==> src/sv/lkc_ram.sv <==
// ----------------------------------------------------------------------------
// lkc_ram: generic simple dual-port RAM
// One write port and one read port with registered read data.
// ----------------------------------------------------------------------------
module lkc_ram #(
   parameter int WIDTH = 32,
   parameter int DEPTH = 128
) (
   input  logic                     clock,
   input  logic                     wr_en,
   input  logic [$clog2(DEPTH)-1:0] wr_addr,
   input  logic [WIDTH-1:0]         wr_data,
   input  logic [$clog2(DEPTH)-1:0] rd_addr,
   output logic [WIDTH-1:0]         rd_data
);

   logic [WIDTH-1:0] mem [DEPTH];
   logic [WIDTH-1:0] rd_data_ff;

   // Write and registered read.
   always_ff @(posedge clock) begin
      if (wr_en) begin
         mem[wr_addr] <= wr_data;
      end
      rd_data_ff <= mem[rd_addr];
   end

   assign rd_data = rd_data_ff;

endmodule

==> config.mk <==
export PLATFORM = sky130hd
export DESIGN_NAME = lkc_ram
export DESIGN_NICKNAME = d
export VERILOG_FILES = /design/src/sv/lkc_ram.sv
export SDC_FILE = /design/constraint.sdc
export NUM_CORES = 2
export LEC_CHECK = 0
export ABC_AREA = 1
export BUFFER_PORTS_ARGS = -buffer_cell sky130_fd_sc_hd__buf_2
export CAP_MARGIN = 20
export CORE_ASPECT_RATIO = 1.2
export CORE_MARGIN = 5
export CORE_UTILIZATION = 30
export DETAILED_ROUTE_END_ITERATION = 6
export SYNTH_ARGS = -nofsm -noshare
export SYNTH_HDL_FRONTEND = slang
export SYNTH_SLANG_ARGS = --single-unit
==> constraint.sdc <==
create_clock -name clock -period 3.91 [get_ports clock]
set_input_delay 0.782 -clock clock [delete_from_list [all_inputs] [get_ports clock]]
set_output_delay 0.782 -clock clock [all_outputs]
set_load 0.02 [all_outputs]
Word level (Yosys, flattened, before mapping)
Memories as Yosys holds them, arrays and structs flattened. A register that Yosys moved wholly into a read port is not among the register bits.
Cells that the tools add are included.
{"block": "totals", "memories": 1, "elab_cells": 3, "reg_bits": 0, "output_inout_bits": 32, "inputBits": 48, "ramBits": 4096}
{"block": "classes", "muxes": 2}
{"memory": "mem", "depth": 128, "width": 32, "rd": 1, "rd_clocked_by_memory_dff": 1, "wr": 1, "line": "17", "text": "logic [WIDTH-1:0] mem [DEPTH];"}
{"cell": "two-way mux 1 bit", "n": 2}

Logic depth before layout (Yosys ltp)
{"block": "logic_depth", "ltp_word": 2, "ltp_mapped": 13, "depth_no_buf": 9}

Least setup slack after synthesis
Ideal clock, no wire load.
{"block": "synth_path", "path_kind": "in2reg", "startpoint": "input port wr_en", "endpoint": "memory mem[105][0] (enable)", "stages": 4, "setup_time_ns": 0.421, "t_required_ns": 3.489, "path_buffers": 2, "arrival_time_ns": 2.759, "setup_slack_ns": 0.730, "path_cell_list": "clkbuf_1 -> nand2_1 -> clkbuf_1 -> nor2_1"}
{"block": "synth_via", "elab_chain_cells": 2}
{"element": "start: declaration", "line": "10", "text": "input logic wr_en,"}
{"element": "two-way mux 1 bit", "line": "22", "text": "if (wr_en) begin"}
{"element": "two-way mux 1 bit (not written as such)", "line": "23", "text": "mem[wr_addr] <= wr_data;"}
{"element": "end: declaration", "line": "17"}
No other way between the ends.

==> impl_results.md <==
* CTS buffer count at 385
* Final setup TNS at 0 ns
* Placed cell count at 20.3k
* CP required at 4.73 ns
* Dominant cells by area after synthesis: edfxtp_1 (75%), nand3_1 (12%), nand2_1 (9.5%)
* Mapped Cells at 13.4k
* Syn avg cell area at 12.3 um2
* CP Class: input pin to flip-flop
* Post-CTS Resized at 0
* Final min period at 3.19 ns
* Worst VDD drop at 0.000374 V
* Hold Path Class: input pin to flip-flop
* Slowest CP cell: nand3_1
* Seq/Total Area, Yosys at 0.751
* CP cell instances: buf_8, inv_16, buf_12, buf_12, buf_4, nand3_1, nand3_1, nand3_1, nand3_1, nand3_1, nand3_1, nand2_1
* Clock sinks at 4,128
* Fin Hold WS at 0.263 ns
* Drt first pass iters at 6
* Placeable Area at 548,000 um2
* CP most frequent cell: nand3_1
* First-pass GRT wire length at 731 mm
* Vias at 109k
* Worst Max-Slew Pin Slew at 1.05 ns
* Initial antenna violation count at 45
* Largest net degree at the start of global routing at 151
* CTS tree: built
* Post-CTS Repair Setup Buffers at 0
* Cell Area, Synth at 165,000 um2
* Cts hold-fix bufs at 0
* Final period util at 0.816
* Syn_nets at 13.4k
* Critical path peak fanout at 47
* HPWL Detailed at 286 mm
* Slew Limit Fails at 0
* Reg clk slew, reported paths at 0.06 ns
* Layout Area Growth over Synthesis at 15.2%
* Yosys warns at 0
* Share of cells above drive strength 1 at 0.0939
* Vias in the first global route at 103k
* Avg WL per Cell at 24.2 um
* Routed vias/inst at 5.16
* # IOs at 80
* Fill count at 52.6k
* Tot GR Track Use at 0.173
* Relative slew slack at 0.299
* Die area at 564,000 um2
* Total Wirelength at 508 mm
* Final setup viols at 0
* Startpoint Class: input pin
* DRC Markers at 0
* Leading area contributor after synthesis: edfxtp_1
* Die Y at 822 um
* Cell row count at 298
* RePlAce Congestion at 0.863
* Synth cell types at 15
* Initial core utilization at 0.301
* Slowest stage delay, CP at 0.63 ns
* Max Clk Rate at 0.313 GHz
* RSZ-0062 raised after global routing: false
* Die width at 686 um
* Status: complete, no violations
* Crit path DAT at 4.01 ns
* Crit end category: flip-flop
* Buffers on Ports at 79
* Post-Layout Cell Count at 21.0k
* CTS Buffer Depth at 4
* R2R setup slack at 1.60 ns
* Clock root buffer master: clkbuf_16
* Max-cap viol count at 0
* Fin nets at 13.5k
* Top-area cell type share of the netlist area at 0.747
* Total chip power at 92.1 mW
* Power per cell area at 485 nW/um2
* Clock latency on the worst-skew pair at 1.05 ns
* Hold Fails Final Rpt at 0
* Iteration-0 DRC Markers at 13.2k
* Leakage at 64.6 nW
* Antenna violation net count after detailed routing at 0
* Worst Clk Skew at 0.115 ns
* H-tree depth at 5
* Seq cells post-synth at 4,128
* Total grt overflow at 0
[cell type report]
type | instances | area (um2) | area share
clock buffers | 469 | 10100 | 0.0530
well taps | 7200 | 9010 | 0.0475
clock inverters | 233 | 2230 | 0.0117
flip-flops and latches | 4128 | 124000 | 0.652
diodes | 20 | 50.0 | 0.000264
repair buffers | 618 | 7290 | 0.0384
multi-input cells | 8328 | 37300 | 0.197
inverters | 24 | 143 | 0.000752
[sequential cells by signal, summed over array words and instances (netlist names)]
register,count
mem,4096
rd_data,32
[final timing paths]
path	startpoint	end	depth (start not counted)
worst max-delay path	rd_addr[1]	rd_data[18]	12
worst min-delay path	wr_data[19]	mem[79][19]	1
worst max register to register	mem[97][31]	rd_data[31]	8
worst min register to register	mem[57][5]	rd_data[5]	8
[metrics by stage]
step            util  setup slack [ns]  area [um2]
2_1_floorplan      -             0.730      165000
3_3_place_gp   0.324            -0.113      177000
3_5_place_dp   0.324            -0.141      177000
4_1_cts        0.346             0.901      190000
5_1_grt        0.346             0.704      190000
6_report       0.346             0.720      190000
[worst max-delay path, delay by kind of cell]
family | cells | cell delay [ns]
buf+inv | 5 | 1.46
simple gates | 7 | 1.61
[per-layer routing]
layer,GRT usage,vias to the layer above,wire [um]
met5,0,-,188
met4,0.0802,30,26200
met3,0.0282,959,43600
met2,0.281,4969,239000
met1,0.227,54421,199000
li1,-,48182,-
[cells in the final DEF (no fill, tap or decap)]
master / Yosys / final
clkinv_2: 0 / 78
dfxtp_1: 32 / 32
buf_8: 1 / 3
inv_16: 0 / 8
clkinv_4: 0 / 1
nand3_1: 4035 / 4035
nor2_1: 134 / 6
buf_2: 602 / 41
buf_6: 11 / 1
clkinv_16: 0 / 13
nor2_4: 0 / 128
nand2_2: 0 / 8
nor3_1: 8 / 8
buf_12: 0 / 218
edfxtp_1: 4096 / 4096
inv_2: 2 / 1
bufinv_16: 0 / 27
inv_1: 20 / 18
nand2_1: 4151 / 4143
clkbuf_1: 109 / 74
buf_4: 86 / 355
diode_2: 0 / 20
clkinvlp_4: 0 / 5
clkinv_8: 0 / 3
clkinv_1: 0 / 92
clkbuf_8: 0 / 9
inv_6: 0 / 7
inv_8: 0 / 4
clkbuf_16: 0 / 386
[where the power goes]
part,switching [mW],internal (mW)
logic,4.50,1.53
clock network,16.8,20.2
registers,0.208,48.8
total,21.5,70.6
[synth_stat cells]
cell and instances:
buf_6 11, buf_4 86, dfxtp_1 32, buf_2 602, buf_8 1, buf_1 100, edfxtp_1 4096, inv_4 2
inv_2 2, nor3_1 8, nand3_1 4035, nor2_1 134, clkbuf_1 109, inv_1 20, nand2_1 4151
[cells by family (layout without fill, tap and decap cells)]
group	count (synthesis)	in the layout	synth area share
AND/OR/NAND/NOR	8328	8328	0.221
flip-flops	4128	4128	0.751
buffers and inverters	933	1344	0.0284
other	0	20	0
(Power assumes the default switching activity.)
