$ cat src/sv/lkc_pkg.sv
// ----------------------------------------------------------------------------
// lkc_pkg: shared types and constants for the keyed LRU cache
// Sizes, request and response payloads, the scan step and result groups, and
// the occupancy saturation helper.
// ----------------------------------------------------------------------------
package lkc_pkg;

   // Cache geometry.
   localparam int CAPACITY        = 128;
   localparam int VALUE_WIDTH     = 32;
   localparam int KEY_WORD_WIDTH  = 64;
   localparam int KEY_WORDS       = 4;
   localparam int KEY_WIDTH       = KEY_WORD_WIDTH * KEY_WORDS;
   localparam int IDX_WIDTH       = (CAPACITY > 1) ? $clog2(CAPACITY) : 1;
   localparam int RANK_WIDTH      = IDX_WIDTH;
   localparam int COUNT_WIDTH     = $clog2(CAPACITY + 1);

   // Fixed field widths of the channels.
   localparam int VALUE_IN_WIDTH  = 32;
   localparam int VALUE_OUT_WIDTH = 32;
   localparam int OCC_WIDTH       = 8;
   localparam int OCC_MAX         = (1 << OCC_WIDTH) - 1;

   // Command codes.
   localparam logic CMD_LOOKUP = 1'b0;
   localparam logic CMD_STORE  = 1'b1;

   typedef struct packed {
      logic                      cmd;
      logic [KEY_WORD_WIDTH-1:0] key_word0;
      logic [KEY_WORD_WIDTH-1:0] key_word1;
      logic [KEY_WORD_WIDTH-1:0] key_word2;
      logic [KEY_WORD_WIDTH-1:0] key_word3;
      logic [VALUE_IN_WIDTH-1:0] value_in;
   } req_type;

   typedef struct packed {
      logic                       hit;
      logic [VALUE_OUT_WIDTH-1:0] value_out;
      logic                       evicted;
      logic [OCC_WIDTH-1:0]       occupancy;
   } rsp_type;

   // One entry presented to the scan unit.
   typedef struct packed {
      logic                   start;
      logic                   step;
      logic [IDX_WIDTH-1:0]   idx;
      logic                   entry_valid;
      logic [KEY_WIDTH-1:0]   row_key;
      logic [KEY_WIDTH-1:0]   req_key;
      logic [RANK_WIDTH-1:0]  rank;
      logic [VALUE_WIDTH-1:0] value;
   } scan_step_type;

   // What the scan unit has found so far.
   typedef struct packed {
      logic                   found;
      logic [IDX_WIDTH-1:0]   match_idx;
      logic [RANK_WIDTH-1:0]  match_rank;
      logic [VALUE_WIDTH-1:0] match_value;
      logic                   free_found;
      logic [IDX_WIDTH-1:0]   free_idx;
      logic [IDX_WIDTH-1:0]   lru_idx;
   } scan_result_type;

   // Occupancy saturates at the top of its field.
   function automatic logic [OCC_WIDTH-1:0] occ_sat(input logic [COUNT_WIDTH-1:0] count);
      logic [OCC_WIDTH-1:0] occ;
      if (32'(count) > OCC_MAX) begin
         occ = OCC_WIDTH'(OCC_MAX);
      end else begin
         occ = OCC_WIDTH'(count);
      end
      return occ;
   endfunction

endpackage

$ cat src/sv/lkc_scan.sv
// ----------------------------------------------------------------------------
// lkc_scan: key compare and victim tracking unit
// Sees one stored entry per cycle and keeps the matching entry, the lowest
// free entry and the valid entry of highest rank.
// ----------------------------------------------------------------------------
module lkc_scan
   import lkc_pkg::*;
(
   input  logic            clock,
   input  logic            reset,
   input  scan_step_type   step_in,
   output scan_result_type result
);

   logic                   found_ff, found_in;
   logic                   free_found_ff, free_found_in;
   logic                   lru_seen_ff, lru_seen_in;
   logic [IDX_WIDTH-1:0]   match_idx_ff, match_idx_in;
   logic [RANK_WIDTH-1:0]  match_rank_ff, match_rank_in;
   logic [VALUE_WIDTH-1:0] match_value_ff, match_value_in;
   logic [IDX_WIDTH-1:0]   free_idx_ff, free_idx_in;
   logic [IDX_WIDTH-1:0]   lru_idx_ff, lru_idx_in;
   logic [RANK_WIDTH-1:0]  lru_rank_ff, lru_rank_in;
   logic                   is_match, is_free, is_older;

   // Compare this entry against the request and the trackers.
   always_comb begin
      is_match = step_in.step && step_in.entry_valid && !found_ff &&
                 (step_in.row_key == step_in.req_key);
      is_free  = step_in.step && !step_in.entry_valid && !free_found_ff;
      is_older = step_in.step && step_in.entry_valid &&
                 (!lru_seen_ff || (step_in.rank > lru_rank_ff));

      found_in       = found_ff || is_match;
      match_idx_in   = is_match ? step_in.idx : match_idx_ff;
      match_rank_in  = is_match ? step_in.rank : match_rank_ff;
      match_value_in = is_match ? step_in.value : match_value_ff;
      free_found_in  = free_found_ff || is_free;
      free_idx_in    = is_free ? step_in.idx : free_idx_ff;
      lru_seen_in    = lru_seen_ff || is_older;
      lru_idx_in     = is_older ? step_in.idx : lru_idx_ff;
      lru_rank_in    = is_older ? step_in.rank : lru_rank_ff;

      if (step_in.start) begin
         found_in      = 1'b0;
         free_found_in = 1'b0;
         lru_seen_in   = 1'b0;
      end
   end

   // Tracker flags clear at reset and at the start of each scan.
   always_ff @(posedge clock) begin
      if (reset) begin
         found_ff      <= 1'b0;
         free_found_ff <= 1'b0;
         lru_seen_ff   <= 1'b0;
      end else begin
         found_ff      <= found_in;
         free_found_ff <= free_found_in;
         lru_seen_ff   <= lru_seen_in;
      end
      match_idx_ff   <= match_idx_in;
      match_rank_ff  <= match_rank_in;
      match_value_ff <= match_value_in;
      free_idx_ff    <= free_idx_in;
      lru_idx_ff     <= lru_idx_in;
      lru_rank_ff    <= lru_rank_in;
   end

   assign result.found       = found_ff;
   assign result.match_idx   = match_idx_ff;
   assign result.match_rank  = match_rank_ff;
   assign result.match_value = match_value_ff;
   assign result.free_found  = free_found_ff;
   assign result.free_idx    = free_idx_ff;
   assign result.lru_idx     = lru_idx_ff;

endmodule

$ cat config.mk
export PLATFORM = sky130hd
export DESIGN_NAME = lkc_scan
export DESIGN_NICKNAME = d
export VERILOG_FILES = /design/src/sv/lkc_pkg.sv /design/src/sv/lkc_scan.sv
export SDC_FILE = /design/constraint.sdc
export NUM_CORES = 1
export LEC_CHECK = 0
export BUFFER_PORTS_ARGS = -buffer_cell sky130_fd_sc_hd__buf_2
export CORE_AREA = 2 2 242 244
export CTS_CLUSTER_DIAMETER = 80
export DETAILED_ROUTE_END_ITERATION = 10
export DIE_AREA = 0 0 244 246
export SYNTH_ARGS = -nofsm -noshare
export SYNTH_HDL_FRONTEND = slang
export SYNTH_SLANG_ARGS = --single-unit
$ cat constraint.sdc
create_clock -name clock -period 11.15 [get_ports clock]
set_input_delay 2.23 -clock clock [delete_from_list [all_inputs] [get_ports clock]]
set_output_delay 2.23 -clock clock [all_outputs]
set_load 0.05 [all_outputs]
; Yosys cells after proc, flatten, opt, wreduce, memory -nomap -nowiden
; Index checks and enable logic that the tools add are counted.
[op_classes]
n_lt_le_gt_ge = 1
eq_ne = 1
n_reduce_logical = 15
[op_table]
columns = operator, n
row1 = $eq 256x256->1, 1
row2 = $gt 7x7->1, 1
row3 = $logic_and 1x1->1, 6
row4 = $logic_not 1->1, 4
row5 = $logic_or 1x1->1, 4
row6 = $reduce_or 2->1, 1
[word_totals]
regBits = 70
inputBits = 563
word_cells = 26

; Longest topological paths before layout
[logic_depth]
depth_word = 4
mapped_depth = 8

; Least setup slack after synthesis
; OpenSTA, ideal clock, no wires.
[synth_timing]
path_type = input to register
from = in step_in[210] (netlist bit)
to = reg match_idx_ff[0], enable pin
t_arrival_ns = 7.681
required_ns = 10.586
slack_ns = 2.906
cell_stages = 6
path_buffers = 0
cell_sequence = xor2_1 -> nor4_1 -> nand2_1 -> nor3_1 -> or3b_1 -> nor4_1
[synth_between]
elab_chain_cells = 2
[synth_rtl]
columns = item, line
row1 = "start, declared", lkc_scan.sv:11  ; input scan_step_type step_in,
row2 = $eq 256x256->1, lkc_scan.sv:29  ; (step_in.row_key == step_in.req_key);
row3 = $logic_and 1x1->1, lkc_scan.sv:28  ; is_match = step_in.step && step_in.entry_valid && !found_ff &&
row4 = via is_match, lkc_scan.sv:24  ; logic is_match, is_free, is_older;
row5 = "end signal, assigned", lkc_scan.sv:62  ; match_idx_ff <= match_idx_in;
row6 = "end, declared", lkc_scan.sv:18  ; logic [IDX_WIDTH-1:0] match_idx_ff, match_idx_in;
; The timed path passes the listed nets, and every way through them passes these cells.
; A chain may end at the register's enable or synchronous reset.

; Worst setup path after layout
[layout_timing]
from = in step_in[276] (netlist bit)
to = reg match_rank_ff[5], enable pin
[layout_between]
elab_chain_cells = 2
[layout_rtl]
columns = item, line
row1 = $eq 256x256->1, lkc_scan.sv:29
row2 = $logic_and 1x1->1, lkc_scan.sv:28
row3 = via is_match, lkc_scan.sv:24
row4 = "end signal, assigned", lkc_scan.sv:63  ; match_rank_ff <= match_rank_in;
row5 = "end, declared", lkc_scan.sv:19  ; logic [RANK_WIDTH-1:0] match_rank_ff, match_rank_in;
; The timed path passes the listed nets, and every way through them passes these cells.

==> impl_metrics.json <==
{
  "outcome": "finished, final reports clean",
  "cts_buffers": 9,
  "dp_hpwl_um": 32500,
  "yosys.area.top_type": "edfxtp_1",
  "worst_setup_path_start_kind": "input port",
  "grt_overflow_total": 0,
  "async_flop_share_pct": 0,
  "crit_fanout": 46,
  "netlist_instances": 517,
  "h-tree-depth": 3,
  "drive_above_1_share_pct": 56.5,
  "die_w_um": 244,
  "fin_ws_ns": 6.27,
  "min_path_type": "reg2reg",
  "layout_commonest_cell": "buf_2",
  "clock-sinks": 70,
  "r2r_end": "match_rank_ff[5]",
  "die-height_um": 246,
  "clk_latency_ns": 0.35,
  "drt-wirelength-per-cell_um": 18.0,
  "finalSetupViolCount": 0,
  "fill_cells": 6529,
  "cts_tree": "built",
  "placementRows": 88,
  "synth_fp_nets": 1087,
  "final-max-slew-violation-count": 0,
  "clock-root-buffer": "clkbuf_16",
  "drcViolationCount": 0,
  "fin_worst_skew_ns": 0.0183,
  "power_uw": 880,
  "yosys_warnings": 0,
  "final-seq-area_mm2": 0.00207,
  "syn_area_mm2": 0.00556,
  "ys_seq_elements": 70,
  "core-area_mm2": 0.0574,
  "cts_resized": 0,
  "drt_iter0_drc": 245,
  "io_buffers": 624,
  "synth_area_leaders": "edfxtp_1 36%, xor2_1 22%, xnor2_1 19%, nor4_1 5.5%, nand4_1 5.3%",
  "start_util_pct": 9.68,
  "tns_ns": 0,
  "final_cell_mix": "624 x buf_2, 138 x xor2_1, 120 x xnor2_1, 67 x edfxtp_1, 48 x nor4_1",
  "first_global_vias": 6571,
  "max_freq_ghz": 0.205,
  "firstDrtPassIters": 6,
  "io_pins": 625,
  "leakage_nw": 4.38,
  "crit_path_end_kind": "flop",
  "track_usage_pct": 10.9,
  "wl_um": 34800,
  "cts_hold_buf": 0,
  "synth_top_area_share_pct": 36.2,
  "syn2layout_area_growth_pct": 80.0,
  "die_area_mm2": 0.0600,
  "multi_input_comb_area_mm2": 0.00345,
  "worst_r2r_path_depth": 5,
  "ir_drop_mv": 0.155,
  "synth-edff-count": 67,
  "ant_nets": 0,
  "min_from": "lru_seen_ff",
  "crit_arrival_ns": 4.85,
  "syn_avg_cell_area_um2": 10.7,
  "finalCritPeriodShare_pct": 43.7,
  "antenna_found_initial": 23,
  "clockBufferDepth": 2,
  "finalCriticalPeriod_ns": 4.88,
  "grt_setup_unrepaired": "no",
  "clk_pin_slew_ns": 0.06,
  "r2r-start": "found_ff",
  "post_cts_buffers": 0,
  "seq_area_frac_synth_pct": 37.3,
  "final_hold_viol_count": 0,
  "path_class": "in2reg",
  "slew_headroom_pct": 32.0,
  "viasPerCell": 3.40,
  "vias": 6569,
  "holdPathEnd": "lru_seen_ff",
  "synth_flop_cell": "edfxtp_1",
  "drv_cap": 0,
  "yosysUniqueCellTypes": 34,
  "holdPathStages": 2,
  "r2r_slack_ns": 8.81,
  "pre_cts_slack_ns": 5.79,
  "power_per_cell_area_mw_per_mm2": 88.0,
  "grt_max_degree": 47,
  "layout.nets": 1722,
  "crit_required_ns": 11.12,
  "worstMarginPinSlew_ns": 1.02,
  "gp_routability_congestion": 0.940,
  "grt_pass1_wl_um": 45500
}
power breakdown:
group	internal, mW	switching, mW	total, mW
logic	0.133	0.135	0.268
registers	0.292	0.00104	0.293
clock network	0.198	0.120	0.318
total	0.624	0.256	0.880
sequential cells by signal, indices dropped and copies added (netlist names):
register        cells
free_idx_ff         7
found_ff            1
match_rank_ff       7
free_found_ff       1
lru_rank_ff         7
match_idx_ff        7
lru_idx_ff          7
match_value_ff     32
lru_seen_ff         1
cells in the mapped netlist, types with 2 or more instances:
| cell type | number |
|---|---|
| nor4_1 | 49 |
| edfxtp_1 | 67 |
| nor2_1 | 13 |
| nand4b_1 | 5 |
| and4_1 | 2 |
| buf_4 | 2 |
| nor4b_1 | 2 |
| nor4bb_1 | 3 |
| nand2_1 | 10 |
| nand3_1 | 6 |
| xor2_1 | 138 |
| dfxtp_1 | 3 |
| or2_2 | 2 |
| ha_1 | 7 |
| nor3_1 | 3 |
| or4b_1 | 2 |
| or3b_2 | 3 |
| o21ai_0 | 2 |
| nand4_1 | 47 |
| a21oi_1 | 5 |
| inv_1 | 9 |
| xnor2_1 | 120 |
| or4_1 | 6 |
critical path, cell delays in order:
cell	delay [ns]
buf_2	0.10
xor2_1	0.15
nor4_1	0.52
nand4_1	0.15
nor4_1	0.33
nand4_1	0.36
nor4_2	0.40
buf_4	0.52
worst max-delay path by stage:
stage,from,end,slack (ns),depth (start not counted)
global route,step_in[258],match_value_ff[16],5.96,8
detailed placement,step_in[276],match_value_ff[16],5.79,8
floorplan,step_in[210],match_idx_ff[0],2.91,6
finish,step_in[276],match_rank_ff[5],6.27,8
CTS,step_in[276],match_value_ff[16],6.17,8
global placement,step_in[276],match_value_ff[12],5.80,8
stage by stage:
| step | hold slack, ns | cells | util (%) | area [µm²] |
|---|---|---|---|---|
| 2_1_floorplan | 0.437 | 517 | - | 5560 |
| 3_3_place_gp | 0.468 | 1906 | 16.8 | 9650 |
| 3_5_place_dp | 0.483 | 1906 | 16.8 | 9650 |
| 4_1_cts | 0.496 | 1922 | 17.4 | 9980 |
| 5_1_grt | 0.562 | 1928 | 17.4 | 9990 |
| 6_report | 0.492 | 1930 | 17.4 | 10000 |
logic make-up after synthesis:
logic type	count (synthesis)	synth area share, %
buffers and inverters	11	0.878
AO/OA/AOI/OAI	10	1.17
adder cells (fa/ha/maj)	7	1.58
AND/OR/NAND/NOR	160	18.1
flip-flops	70	37.3
XOR/XNOR	259	41.0
final cells by class:
cell class              instances  share of cell area (%)
multi-input cells             436                    34.5
repair buffers                626                    31.4
flip-flops and latches         70                    20.7
well taps                     765                    9.57
clock buffers                   9                    2.25
clock inverters                 7                    1.03
inverters                       9                   0.338
diodes                          8                   0.200
metal layers:
layer | up-vias | GRT usage (%) | part of all wire (%)
li1 | 3171 | - | -
met1 | 2885 | 13.1 | 41
met4 | 14 | 4.88 | 4.0
met2 | 436 | 17.8 | 45
met3 | 63 | 3.62 | 9.3
met5 | - | 0 | 0.27
Power figures use the tool's default switching activity.
